File: src/hdl/jrls_pkg.sv
// Shared types, constants and rounding helpers for the joystick rate-limit scaler.
package jrls_pkg;

  localparam int unsigned QDepth = 2;
  localparam int unsigned QPtrW  = $clog2(QDepth);
  localparam int unsigned QCntW  = $clog2(QDepth + 1);

  localparam logic [16:0] HalfScale  = 17'd16384;
  localparam logic [20:0] DegToMrad  = 21'd1143819;  // 1000*pi/180 in Q16
  localparam logic [15:0] LinLimitRst = 16'd100;
  localparam logic [15:0] AngLimitRst = 16'd300;
  localparam logic [15:0] LinFineRst   = 16'd10;
  localparam logic [15:0] LinCoarseRst = 16'd100;
  localparam logic [15:0] AngFineRst   = 16'd50;
  localparam logic [15:0] AngCoarseRst = 16'd500;
  localparam logic [7:0]  RepeatDelayRst = 8'd20;
  localparam logic [7:0]  HoldMax = 8'd255;

  typedef enum logic [2:0] {
    CFG_LIN_FINE,
    CFG_LIN_COARSE,
    CFG_ANG_FINE,
    CFG_ANG_COARSE,
    CFG_REPEAT_DELAY
  } jrls_cfg_e;

  typedef enum logic [1:0] {
    SEL_NONE,
    SEL_ANG,
    SEL_LIN
  } jrls_sel_e;

  typedef enum logic [2:0] {
    ST_IDLE,
    ST_STEP,
    ST_LIMIT,
    ST_CMD,
    ST_SCALE,
    ST_DONE
  } jrls_state_e;

  typedef struct packed {
    jrls_sel_e          sel;
    logic [15:0]        step;
    logic signed [15:0] dpad;
    logic signed [15:0] lin_stick;
    logic signed [15:0] turn_stick;
  } jrls_req_t;

  // p / 2^15, nearest, halves away from zero
  function automatic logic signed [17:0] round_shr15(input logic signed [32:0] p);
    logic               neg;
    logic [32:0]        mag;
    logic [32:0]        r;
    logic signed [17:0] rs;
    neg = p[32];
    mag = neg ? 33'(-p) : 33'(p);
    r   = (mag + 33'd16384) >> 15;
    rs  = signed'(r[17:0]);
    return neg ? -rs : rs;
  endfunction

  // p / 2^31, nearest, halves away from zero
  function automatic logic signed [21:0] round_shr31(input logic signed [54:0] p);
    logic               neg;
    logic [54:0]        mag;
    logic [54:0]        r;
    logic signed [21:0] rs;
    neg = p[54];
    mag = neg ? 55'(-p) : 55'(p);
    r   = (mag + (55'd1 << 30)) >> 31;
    rs  = signed'(r[21:0]);
    return neg ? -rs : rs;
  endfunction

endpackage

File: src/hdl/jrls_front.sv
// Front end: configuration registers, press detection, auto-repeat and step selection.
module jrls_front import jrls_pkg::*; (
  input  logic               clk_i,
  input  logic               rst_ni,
  input  logic               cfg_valid_i,
  output logic               cfg_ready_o,
  input  logic [2:0]         cfg_index_i,
  input  logic [15:0]        cfg_data_i,
  input  logic               in_valid_i,
  output logic               in_ready_o,
  input  logic signed [15:0] dpad_axis_i,
  input  logic               cross_button_i,
  input  logic               square_button_i,
  input  logic               circle_button_i,
  input  logic               triangle_button_i,
  input  logic signed [15:0] linear_stick_i,
  input  logic signed [15:0] turn_stick_i,
  output logic               push_valid_o,
  input  logic               push_ready_i,
  output jrls_req_t          push_data_o
);

  logic [15:0] lin_fine_q, lin_coarse_q, ang_fine_q, ang_coarse_q;
  logic [7:0]  repeat_delay_q;
  logic        prev_low_q, prev_low_d;
  logic [7:0]  hold_q, hold_d;
  logic        rep_q, rep_d;

  logic signed [16:0] dpad_ext;
  logic [16:0]        dpad_mag;
  logic               pressed, rise, take;
  logic               in_fire;
  jrls_sel_e          sel;
  logic [15:0]        step;

  assign cfg_ready_o = 1'b1;

  always_ff @(posedge clk_i or negedge rst_ni) begin
    if (!rst_ni) begin
      lin_fine_q     <= LinFineRst;
      lin_coarse_q   <= LinCoarseRst;
      ang_fine_q     <= AngFineRst;
      ang_coarse_q   <= AngCoarseRst;
      repeat_delay_q <= RepeatDelayRst;
    end else if (cfg_valid_i) begin
      case (cfg_index_i)
        CFG_LIN_FINE:     lin_fine_q     <= cfg_data_i;
        CFG_LIN_COARSE:   lin_coarse_q   <= cfg_data_i;
        CFG_ANG_FINE:     ang_fine_q     <= cfg_data_i;
        CFG_ANG_COARSE:   ang_coarse_q   <= cfg_data_i;
        CFG_REPEAT_DELAY: repeat_delay_q <= cfg_data_i[7:0];
        default: ;
      endcase
    end
  end

  assign dpad_ext = {dpad_axis_i[15], dpad_axis_i};
  assign dpad_mag = dpad_ext[16] ? 17'(-dpad_ext) : 17'(dpad_ext);
  assign pressed  = dpad_mag > HalfScale;
  assign rise     = prev_low_q && pressed;
  assign take     = rep_q || rise;

  // priority: cross, square, circle, triangle
  always_comb begin
    sel  = SEL_NONE;
    step = '0;
    if (take) begin
      if (cross_button_i) begin
        sel  = SEL_ANG;
        step = ang_fine_q;
      end else if (square_button_i) begin
        sel  = SEL_ANG;
        step = ang_coarse_q;
      end else if (circle_button_i) begin
        sel  = SEL_LIN;
        step = lin_fine_q;
      end else if (triangle_button_i) begin
        sel  = SEL_LIN;
        step = lin_coarse_q;
      end
    end
  end

  always_comb begin
    hold_d     = hold_q;
    rep_d      = rep_q;
    prev_low_d = dpad_mag < HalfScale;
    if (pressed) begin
      if (!rep_q) begin
        if (hold_q > repeat_delay_q) begin
          rep_d = 1'b1;
        end else if (hold_q != HoldMax) begin
          hold_d = hold_q + 8'd1;
        end
      end
    end else begin
      hold_d = '0;
      rep_d  = 1'b0;
    end
  end

  assign in_fire      = in_valid_i && push_ready_i;
  assign in_ready_o   = push_ready_i;
  assign push_valid_o = in_valid_i;

  assign push_data_o.sel        = sel;
  assign push_data_o.step       = step;
  assign push_data_o.dpad       = dpad_axis_i;
  assign push_data_o.lin_stick  = linear_stick_i;
  assign push_data_o.turn_stick = turn_stick_i;

  always_ff @(posedge clk_i or negedge rst_ni) begin
    if (!rst_ni) begin
      prev_low_q <= 1'b1;
      hold_q     <= '0;
      rep_q      <= 1'b0;
    end else if (in_fire) begin
      prev_low_q <= prev_low_d;
      hold_q     <= hold_d;
      rep_q      <= rep_d;
    end
  end

`ifndef SYNTH
  // repeat is only ever live after a pressed sample
  a_rep_after_press: assert property (@(posedge clk_i) disable iff (!rst_ni)
    rep_q |-> !prev_low_q)
    else $error("auto-repeat active after a released sample");
`endif

endmodule

File: src/hdl/jrls_queue.sv
// Two-entry request queue between the front and back ends.
module jrls_queue import jrls_pkg::*; (
  input  logic      clk_i,
  input  logic      rst_ni,
  input  logic      push_valid_i,
  output logic      push_ready_o,
  input  jrls_req_t push_data_i,
  output logic      pop_valid_o,
  input  logic      pop_ready_i,
  output jrls_req_t pop_data_o
);

  jrls_req_t        mem_q [QDepth];
  logic [QPtrW-1:0] wr_ptr_q, rd_ptr_q;
  logic [QCntW-1:0] cnt_q;
  logic             push, pop;

  assign push_ready_o = cnt_q != QCntW'(QDepth);
  assign pop_valid_o  = cnt_q != '0;
  assign push         = push_valid_i && push_ready_o;
  assign pop          = pop_valid_o && pop_ready_i;
  assign pop_data_o   = mem_q[rd_ptr_q];

  always_ff @(posedge clk_i) begin
    if (push) begin
      mem_q[wr_ptr_q] <= push_data_i;
    end
  end

  always_ff @(posedge clk_i or negedge rst_ni) begin
    if (!rst_ni) begin
      wr_ptr_q <= '0;
      rd_ptr_q <= '0;
      cnt_q    <= '0;
    end else begin
      if (push) begin
        wr_ptr_q <= (wr_ptr_q == QPtrW'(QDepth - 1)) ? '0 : wr_ptr_q + 1'b1;
      end
      if (pop) begin
        rd_ptr_q <= (rd_ptr_q == QPtrW'(QDepth - 1)) ? '0 : rd_ptr_q + 1'b1;
      end
      cnt_q <= cnt_q + QCntW'(push) - QCntW'(pop);
    end
  end

endmodule

File: src/hdl/jrls_back.sv
// Back end: limit update and command scaling on a shared multiply sequencer.
module jrls_back import jrls_pkg::*; (
  input  logic               clk_i,
  input  logic               rst_ni,
  input  logic               pop_valid_i,
  output logic               pop_ready_o,
  input  jrls_req_t          pop_data_i,
  output logic               out_valid_o,
  input  logic               out_ready_i,
  output logic signed [16:0] linear_command_o,
  output logic signed [21:0] angular_command_o,
  output logic [15:0]        linear_limit_now_o,
  output logic [15:0]        angular_limit_now_o
);

  jrls_state_e state_q, state_d;
  jrls_req_t   item_q;

  logic [15:0]        lin_limit_q, ang_limit_q;
  logic signed [32:0] prod_q;
  logic signed [32:0] lin_p_q, ang_p_q;
  logic signed [54:0] ang_k_q;
  logic signed [17:0] lin_cmd_q;
  logic               out_valid_q;
  logic signed [16:0] lin_out_q;
  logic signed [21:0] ang_out_q;
  logic [15:0]        lin_now_q, ang_now_q;

  logic               out_load;
  logic [15:0]        cur_limit, new_limit;
  logic signed [17:0] delta;
  logic signed [18:0] sum_s;

  // next state
  always_comb begin
    state_d = state_q;
    case (state_q)
      ST_IDLE:  if (pop_valid_i) state_d = ST_STEP;
      ST_STEP:  state_d = ST_LIMIT;
      ST_LIMIT: state_d = ST_CMD;
      ST_CMD:   state_d = ST_SCALE;
      ST_SCALE: state_d = ST_DONE;
      ST_DONE:  if (!out_valid_q || out_ready_i) state_d = ST_IDLE;
      default:  state_d = ST_IDLE;
    endcase
  end

  // outputs of the sequencer
  always_comb begin
    pop_ready_o = 1'b0;
    out_load    = 1'b0;
    case (state_q)
      ST_IDLE: pop_ready_o = 1'b1;
      ST_DONE: out_load    = !out_valid_q || out_ready_i;
      default: ;
    endcase
  end

  assign cur_limit = (item_q.sel == SEL_ANG) ? ang_limit_q : lin_limit_q;
  assign delta     = round_shr15(prod_q);
  assign sum_s     = signed'({3'b000, cur_limit}) + 19'(delta);
  assign new_limit = sum_s < 0 ? 16'd0 :
                     (sum_s > 19'sd65535) ? 16'hFFFF : sum_s[15:0];

  always_ff @(posedge clk_i or negedge rst_ni) begin
    if (!rst_ni) begin
      state_q     <= ST_IDLE;
      lin_limit_q <= LinLimitRst;
      ang_limit_q <= AngLimitRst;
      out_valid_q <= 1'b0;
    end else begin
      state_q <= state_d;
      if (state_q == ST_LIMIT) begin
        case (item_q.sel)
          SEL_ANG: ang_limit_q <= new_limit;
          SEL_LIN: lin_limit_q <= new_limit;
          default: ;
        endcase
      end
      if (out_load) begin
        out_valid_q <= 1'b1;
      end else if (out_ready_i) begin
        out_valid_q <= 1'b0;
      end
    end
  end

  always_ff @(posedge clk_i) begin
    if (pop_ready_o && pop_valid_i) begin
      item_q <= pop_data_i;
    end
    if (state_q == ST_STEP) begin
      prod_q <= signed'({1'b0, item_q.step}) * item_q.dpad;
    end
    if (state_q == ST_CMD) begin
      lin_p_q <= signed'({1'b0, lin_limit_q}) * item_q.lin_stick;
      ang_p_q <= signed'({1'b0, ang_limit_q}) * item_q.turn_stick;
    end
    if (state_q == ST_SCALE) begin
      ang_k_q   <= ang_p_q * signed'({1'b0, DegToMrad});
      lin_cmd_q <= round_shr15(lin_p_q);
    end
    if (out_load) begin
      lin_out_q <= lin_cmd_q[16:0];
      ang_out_q <= round_shr31(ang_k_q);
      lin_now_q <= lin_limit_q;
      ang_now_q <= ang_limit_q;
    end
  end

  assign out_valid_o         = out_valid_q;
  assign linear_command_o    = lin_out_q;
  assign angular_command_o   = ang_out_q;
  assign linear_limit_now_o  = lin_now_q;
  assign angular_limit_now_o = ang_now_q;

`ifndef SYNTH
  a_idle_waits: assert property (@(posedge clk_i) disable iff (!rst_ni)
    state_q == ST_IDLE && !pop_valid_i |=> state_q == ST_IDLE)
    else $error("sequencer left idle without a request");

  a_done_loads: assert property (@(posedge clk_i) disable iff (!rst_ni)
    state_q == ST_DONE && (!out_valid_q || out_ready_i) |=> out_valid_q)
    else $error("finished request not presented");

  a_no_sel_keeps: assert property (@(posedge clk_i) disable iff (!rst_ni)
    state_q == ST_LIMIT && item_q.sel == SEL_NONE
      |=> $stable(lin_limit_q) && $stable(ang_limit_q))
    else $error("limit changed without a selected adjustment");
`endif

endmodule

File: src/hdl/joystick_rate_limit_scaler_top.sv
// Top level of the joystick rate-limit scaler: front end, request queue, back end.
// Each joystick sample is one request. The front end takes a request in the cycle it
// arrives whenever the two-entry queue has room, detects a d-pad press (rising edge
// past half scale, or every sample once auto-repeat is running) and picks the step
// by button priority cross, square, circle, triangle. The back end works one request
// at a time through a six-step sequence (pop, step multiply, limit update and clamp,
// stick multiplies, degree-to-radian multiply, then load of the output register), and
// takes no new request until the last one has been loaded into the output register,
// which waits for the previous result to be taken. A result waiting in the output
// register does not stop the front end from taking up to three more requests (one
// held in the back end, two in the queue) before the input stalls.
// Limits reset to 100 mm/s and 300 deg/s; both are clamped to 0..65535.
// Configuration writes are always accepted; they must be issued only while no request
// is in flight. Index values 5 to 7 are ignored.
module joystick_rate_limit_scaler_top import jrls_pkg::*; (
  input  logic               clk_i,
  input  logic               rst_ni,
  input  logic               cfg_valid_i,
  output logic               cfg_ready_o,
  input  logic [2:0]         cfg_index_i,
  input  logic [15:0]        cfg_data_i,
  input  logic               in_valid_i,
  output logic               in_ready_o,
  input  logic signed [15:0] dpad_axis_i,
  input  logic               cross_button_i,
  input  logic               square_button_i,
  input  logic               circle_button_i,
  input  logic               triangle_button_i,
  input  logic signed [15:0] linear_stick_i,
  input  logic signed [15:0] turn_stick_i,
  output logic               out_valid_o,
  input  logic               out_ready_i,
  output logic signed [16:0] linear_command_o,
  output logic signed [21:0] angular_command_o,
  output logic [15:0]        linear_limit_now_o,
  output logic [15:0]        angular_limit_now_o
);

  // front end to queue
  logic      push_valid, push_ready;
  jrls_req_t push_data;
  // queue to back end
  logic      pop_valid, pop_ready;
  jrls_req_t pop_data;

  jrls_front u_front (
    .clk_i             (clk_i),
    .rst_ni            (rst_ni),
    .cfg_valid_i       (cfg_valid_i),
    .cfg_ready_o       (cfg_ready_o),
    .cfg_index_i       (cfg_index_i),
    .cfg_data_i        (cfg_data_i),
    .in_valid_i        (in_valid_i),
    .in_ready_o        (in_ready_o),
    .dpad_axis_i       (dpad_axis_i),
    .cross_button_i    (cross_button_i),
    .square_button_i   (square_button_i),
    .circle_button_i   (circle_button_i),
    .triangle_button_i (triangle_button_i),
    .linear_stick_i    (linear_stick_i),
    .turn_stick_i      (turn_stick_i),
    .push_valid_o      (push_valid),
    .push_ready_i      (push_ready),
    .push_data_o       (push_data)
  );

  // decouples classification from the multiply sequence
  jrls_queue u_queue (
    .clk_i        (clk_i),
    .rst_ni       (rst_ni),
    .push_valid_i (push_valid),
    .push_ready_o (push_ready),
    .push_data_i  (push_data),
    .pop_valid_o  (pop_valid),
    .pop_ready_i  (pop_ready),
    .pop_data_o   (pop_data)
  );

  jrls_back u_back (
    .clk_i               (clk_i),
    .rst_ni              (rst_ni),
    .pop_valid_i         (pop_valid),
    .pop_ready_o         (pop_ready),
    .pop_data_i          (pop_data),
    .out_valid_o         (out_valid_o),
    .out_ready_i         (out_ready_i),
    .linear_command_o    (linear_command_o),
    .angular_command_o   (angular_command_o),
    .linear_limit_now_o  (linear_limit_now_o),
    .angular_limit_now_o (angular_limit_now_o)
  );

endmodule

File: config.mk
export PLATFORM = sky130hd
export DESIGN_NAME = joystick_rate_limit_scaler_top
export DESIGN_NICKNAME = d
export VERILOG_FILES = /design/src/hdl/jrls_pkg.sv /design/src/hdl/jrls_front.sv /design/src/hdl/jrls_queue.sv /design/src/hdl/jrls_back.sv /design/src/hdl/joystick_rate_limit_scaler_top.sv
export SDC_FILE = /design/constraint.sdc
export NUM_CORES = 2
export LEC_CHECK = 0
export BUFFER_PORTS_ARGS = -buffer_cell sky130_fd_sc_hd__buf_2
export CAP_MARGIN = 20
export CELL_PAD_IN_SITES_DETAIL_PLACEMENT = 0
export CELL_PAD_IN_SITES_GLOBAL_PLACEMENT = 2
export CORE_MARGIN = 2
export CORE_UTILIZATION = 48
export CTS_BUF_LIST = sky130_fd_sc_hd__clkbuf_2
export DETAILED_ROUTE_END_ITERATION = 7
export GPL_TIMING_DRIVEN = 0
export MAX_ROUTING_LAYER = met4
export PLACE_DENSITY = 0.95
export SETUP_SLACK_MARGIN = 0.05
export SYNTH_ARGS = -nofsm -noshare
export SYNTH_HDL_FRONTEND = slang
export SYNTH_HIERARCHICAL = 1
export SYNTH_SLANG_ARGS = --single-unit
File: constraint.sdc
create_clock -name clk_i -period 10.6 [get_ports clk_i]
set_input_delay 2.12 -clock clk_i [delete_from_list [all_inputs] [get_ports clk_i]]
set_output_delay 2.12 -clock clk_i [all_outputs]
set_load 0.03 [all_outputs]
==> qor.log <==
[floorplanning] area inside the core boundary 0.131 mm^2
[timing] final count of pins violating max slew 0
[global_route] overall overflow remaining after global route 0
[yosys] post-synthesis net count 7659
[yosys] Netlist cell types 107
[route] vias 42600
[yosys] synthesized flop and latch total 561
[global_route] wire length of the first global-routing pass 234000 um
[yosys] Post-Syn Area 0.0632 mm^2
[setup_path] family with the most delay on the worst path adder cells
[setup_path] Critical Path Fanout Max 10
[cts] number of buffers inserted during clock tree synthesis 153
[yosys] prevailing post-synth register cell sky130_fd_sc_hd__edfxtp_1
[timing] maximum clock frequency 119 MHz
[global_route] initial antenna violation count 6
[place] post-placement worst setup slack 2.12 ns
[floorplanning] starting utilization of the core area 48.2%
[timing] final setup skew 0.128 ns
[setup_path] critical path class reg -> reg
[floorplanning] Die Span Y 367 um
[cts] clock latency at the later pin of the worst-skew pair 1.56 ns
[cells_and_area] Fillers 12100
[global_route] number of global-route vias before repair 44100
[timing] worst hold slack 0.414 ns
[cts] total clock sinks 561
[yosys] top area cells in the synthesized netlist sky130_fd_sc_hd__fa_1 (25%), sky130_fd_sc_hd__edfxtp_1 (21%), sky130_fd_sc_hd__ha_1 (14%)
[floorplanning] Total Die Area 0.135 mm^2
[timing] Final WS setup 2.22 ns
[setup_path] total buffers and inverters traversed by the critical path 7
[cells_and_area] fraction of the core area covered by cells at the end of the flow 51.8%
[place] buffers added on ports 112
[timing] RSZ-0062 raised after global routing no
[route] TritonRoute pass-1 iters 5
[yosys] library cell with the highest instance count after synthesis sky130_fd_sc_hd__inv_1
[cts] number of buffers inserted to repair setup after CTS 0
[flow_run] total of max-cap violations 0
[timing] transition at the pin with the smallest max-transition slack 1.11 ns
[cells_and_area] net count reported at finish 7946
[setup_path] kind of capture point of the worst setup path flip-flop
[yosys] fraction of the yosys area taken by sequential cells 25.7%
[timing] aggregate negative setup slack 0 ns
[yosys] count of flip-flops with a built-in enable after synthesis 439
[route] final routed wire length divided by cell count 17.4 um
[setup_path] delay of the slowest cell on the worst path 0.72 ns
[yosys] count of warnings emitted by yosys 6
[cts] clock-pin transition on the worst setup and hold timing paths 0.10 ns
[setup_path] data arrival time of the critical path 9.69 ns
[timing] hold violation count in the final report 0
[cts] # H-tree levels 4
[setup_path] Critical Path Most Common Cell sky130_fd_sc_hd__fa_1
[setup_path] CP Data Required Time 11.91 ns
[yosys] leading area contributor after synthesis sky130_fd_sc_hd__fa_1
[floorplanning] FP Rows 133
[cts] number of buffers inserted for hold repair after clock tree synthesis 0
[timing] Tcrit/Tclk final 79.1%
[cts] maximum clock path buffer count 3
[place] DP Wirelength 119000 um
[route] wirelength, routed 144000 um
[yosys] instance count of the mapped netlist 6104
[yosys] most frequent cells after synthesis sky130_fd_sc_hd__inv_1 (1108), sky130_fd_sc_hd__fa_1 (796), sky130_fd_sc_hd__ha_1 (683)
[yosys] syn avg cell area 10.4 um^2
[cts] Gates resized, CTS repair 0
[cells_and_area] growth of design area from synthesis to finish 7.39%
[route] Antenna Nets Post-Route 0
[hold_path] worst min-delay path class reg -> reg
[floorplanning] I/O pins 150
[run_status] run status finished clean
[setup_path] category of the worst setup path launch point flip-flop
[global_route] pin count of the biggest net entering global routing 95
[cells_and_area] fraction of layout instances using a drive strength above 1 10.6%
[cts] clk root buf sky130_fd_sc_hd__clkbuf_2
[timing] Final Setup Violations 0
[route] # DRC 0
[setup_path] Slowest-stage cell, CP sky130_fd_sc_hd__clkbuf_1
[yosys] Synth async-reset ratio 21.7%
[place] gpl congestion 0.913
[route] via density per instance 5.15
[cts] TritonCTS clock tree done
[route] initial drt markers 2357
[yosys] top cell type's share of synthesized area 25.2%
[timing] worst max-slew margin expressed relative to the limit 26.2%
[global_route] global router's overall resource usage 22.5%
[timing] final critical-path required period 8.38 ns
[floorplanning] horizontal extent of the die 367 um
area by class of cell:
cell class	instances	area [um^2]	share of cell area (%)
antenna	10	25.0	0.0369
buffer	261	1270	1.87
clock buffer	223	1120	1.64
clock inverter	49	380	0.560
inverter	1111	4170	6.14
multi-input combinational	4171	41600	61.2
sequential	561	16300	24.0
tap	1755	2200	3.23
timing repair buffer	132	915	1.35
registers in the layout, summed over array words and instances (netlist names), 16 cells and up:
signal,count
u_back/linear_limit_now_o,16
u_back/ang_p_q,33
u_back/lin_limit_q,16
u_back/angular_limit_now_o,16
u_back/linear_command_o,17
u_front/ang_coarse_q,16
u_front/ang_fine_q,16
u_front/lin_fine_q,16
u_queue/mem_q,132
u_back/lin_cmd_q,17
u_back/lin_p_q,33
u_back/angular_command_o,22
u_back/ang_k_q,54
u_back/item_q,66
u_back/prod_q,33
u_front/lin_coarse_q,16
u_back/ang_limit_q,16
final timing paths:
| check | from | cells past startpoint | endpoint | slack, ns |
|---|---|---|---|---|
| worst max-delay path | u_back/ang_limit_q[10] | 26 | u_back/ang_p_q[32] | 2.22 |
| worst min-delay path | u_back/lin_cmd_q[16] | 0 | u_back/linear_command_o[16] | 0.41 |
| worst max register to register | u_back/ang_limit_q[10] | 26 | u_back/ang_p_q[32] | 2.22 |
| worst min register to register | u_back/lin_cmd_q[16] | 0 | u_back/linear_command_o[16] | 0.41 |
| max in group asynchronous | rst_ni | 2 | u_back/lin_limit_q[2] | 9.24 |
| min in group asynchronous | rst_ni | 1 | u_front/hold_q[4] | 0.46 |
kinds of logic (layout without fill, tap and decap cells):
logic type / count (synthesis) / after routing / synth area share (%)
xor gates and xnor gates: 311 / 311 / 4.38
DFF: 561 / 561 / 25.7
and+or+nand+nor: 1571 / 1571 / 12.4
buffers and inverters: 1372 / 1776 / 8.60
AOI/OAI and AO/OA: 644 / 644 / 7.06
muxes: 164 / 164 / 3.08
other: 1 / 11 / 0.00593
adders and majority gates: 1480 / 1480 / 38.7
layout by cell type (no fill, tap or decap), drive strengths merged, types with 26 or more instances in the layout:
cell type,count
a21oi,163
nor4,36
a21o,61
ha,683
dfrtp,98
nand3,82
buf,215
clkbuf,400
nand2b,78
or3,37
mux2,154
xor2,103
inv,1115
and3,30
o21ai,122
nand2,571
nor2,232
clkinv,40
nor2b,26
fa,796
and2,310
nor3,69
edfxtp,439
nand4,34
o221a,28
xnor2,206
layer usage:
| layer | global-route usage, % | vias to the layer above | part of all wire (%) |
|---|---|---|---|
| met4 | 6.53 | 0 | 2.3 |
| li1 | - | 20500 | - |
| met2 | 35.4 | 968 | 46 |
| met1 | 29.9 | 20900 | 46 |
| met5 | - | - | 0 |
| met3 | 3.89 | 203 | 5.4 |
metrics by stage:
stage / cell area (um^2) / std cells
after detailed placement: 66400 / 7990
after global placement: 66000 / 7971
after floorplan: 63200 / 6104
final: 67900 / 8273
after global routing: 67900 / 8273
after CTS: 67900 / 8262
worst reg2reg max path, delay by kind of cell, from the launching register on:
| family | cells | cell delay (ns) |
|---|---|---|
| fa+ha+maj | 7 | 3.25 |
| compound gates | 8 | 2.05 |
| simple gates | 3 | 0.77 |
| flops | 1 | 0.49 |
| xor+xnor | 1 | 0.09 |
| buf+inv | 7 | 1.58 |
Power is left out: the tool's default activity adds up to more than one toggle a clock period on the data nets, which glitch-free logic cannot reach.
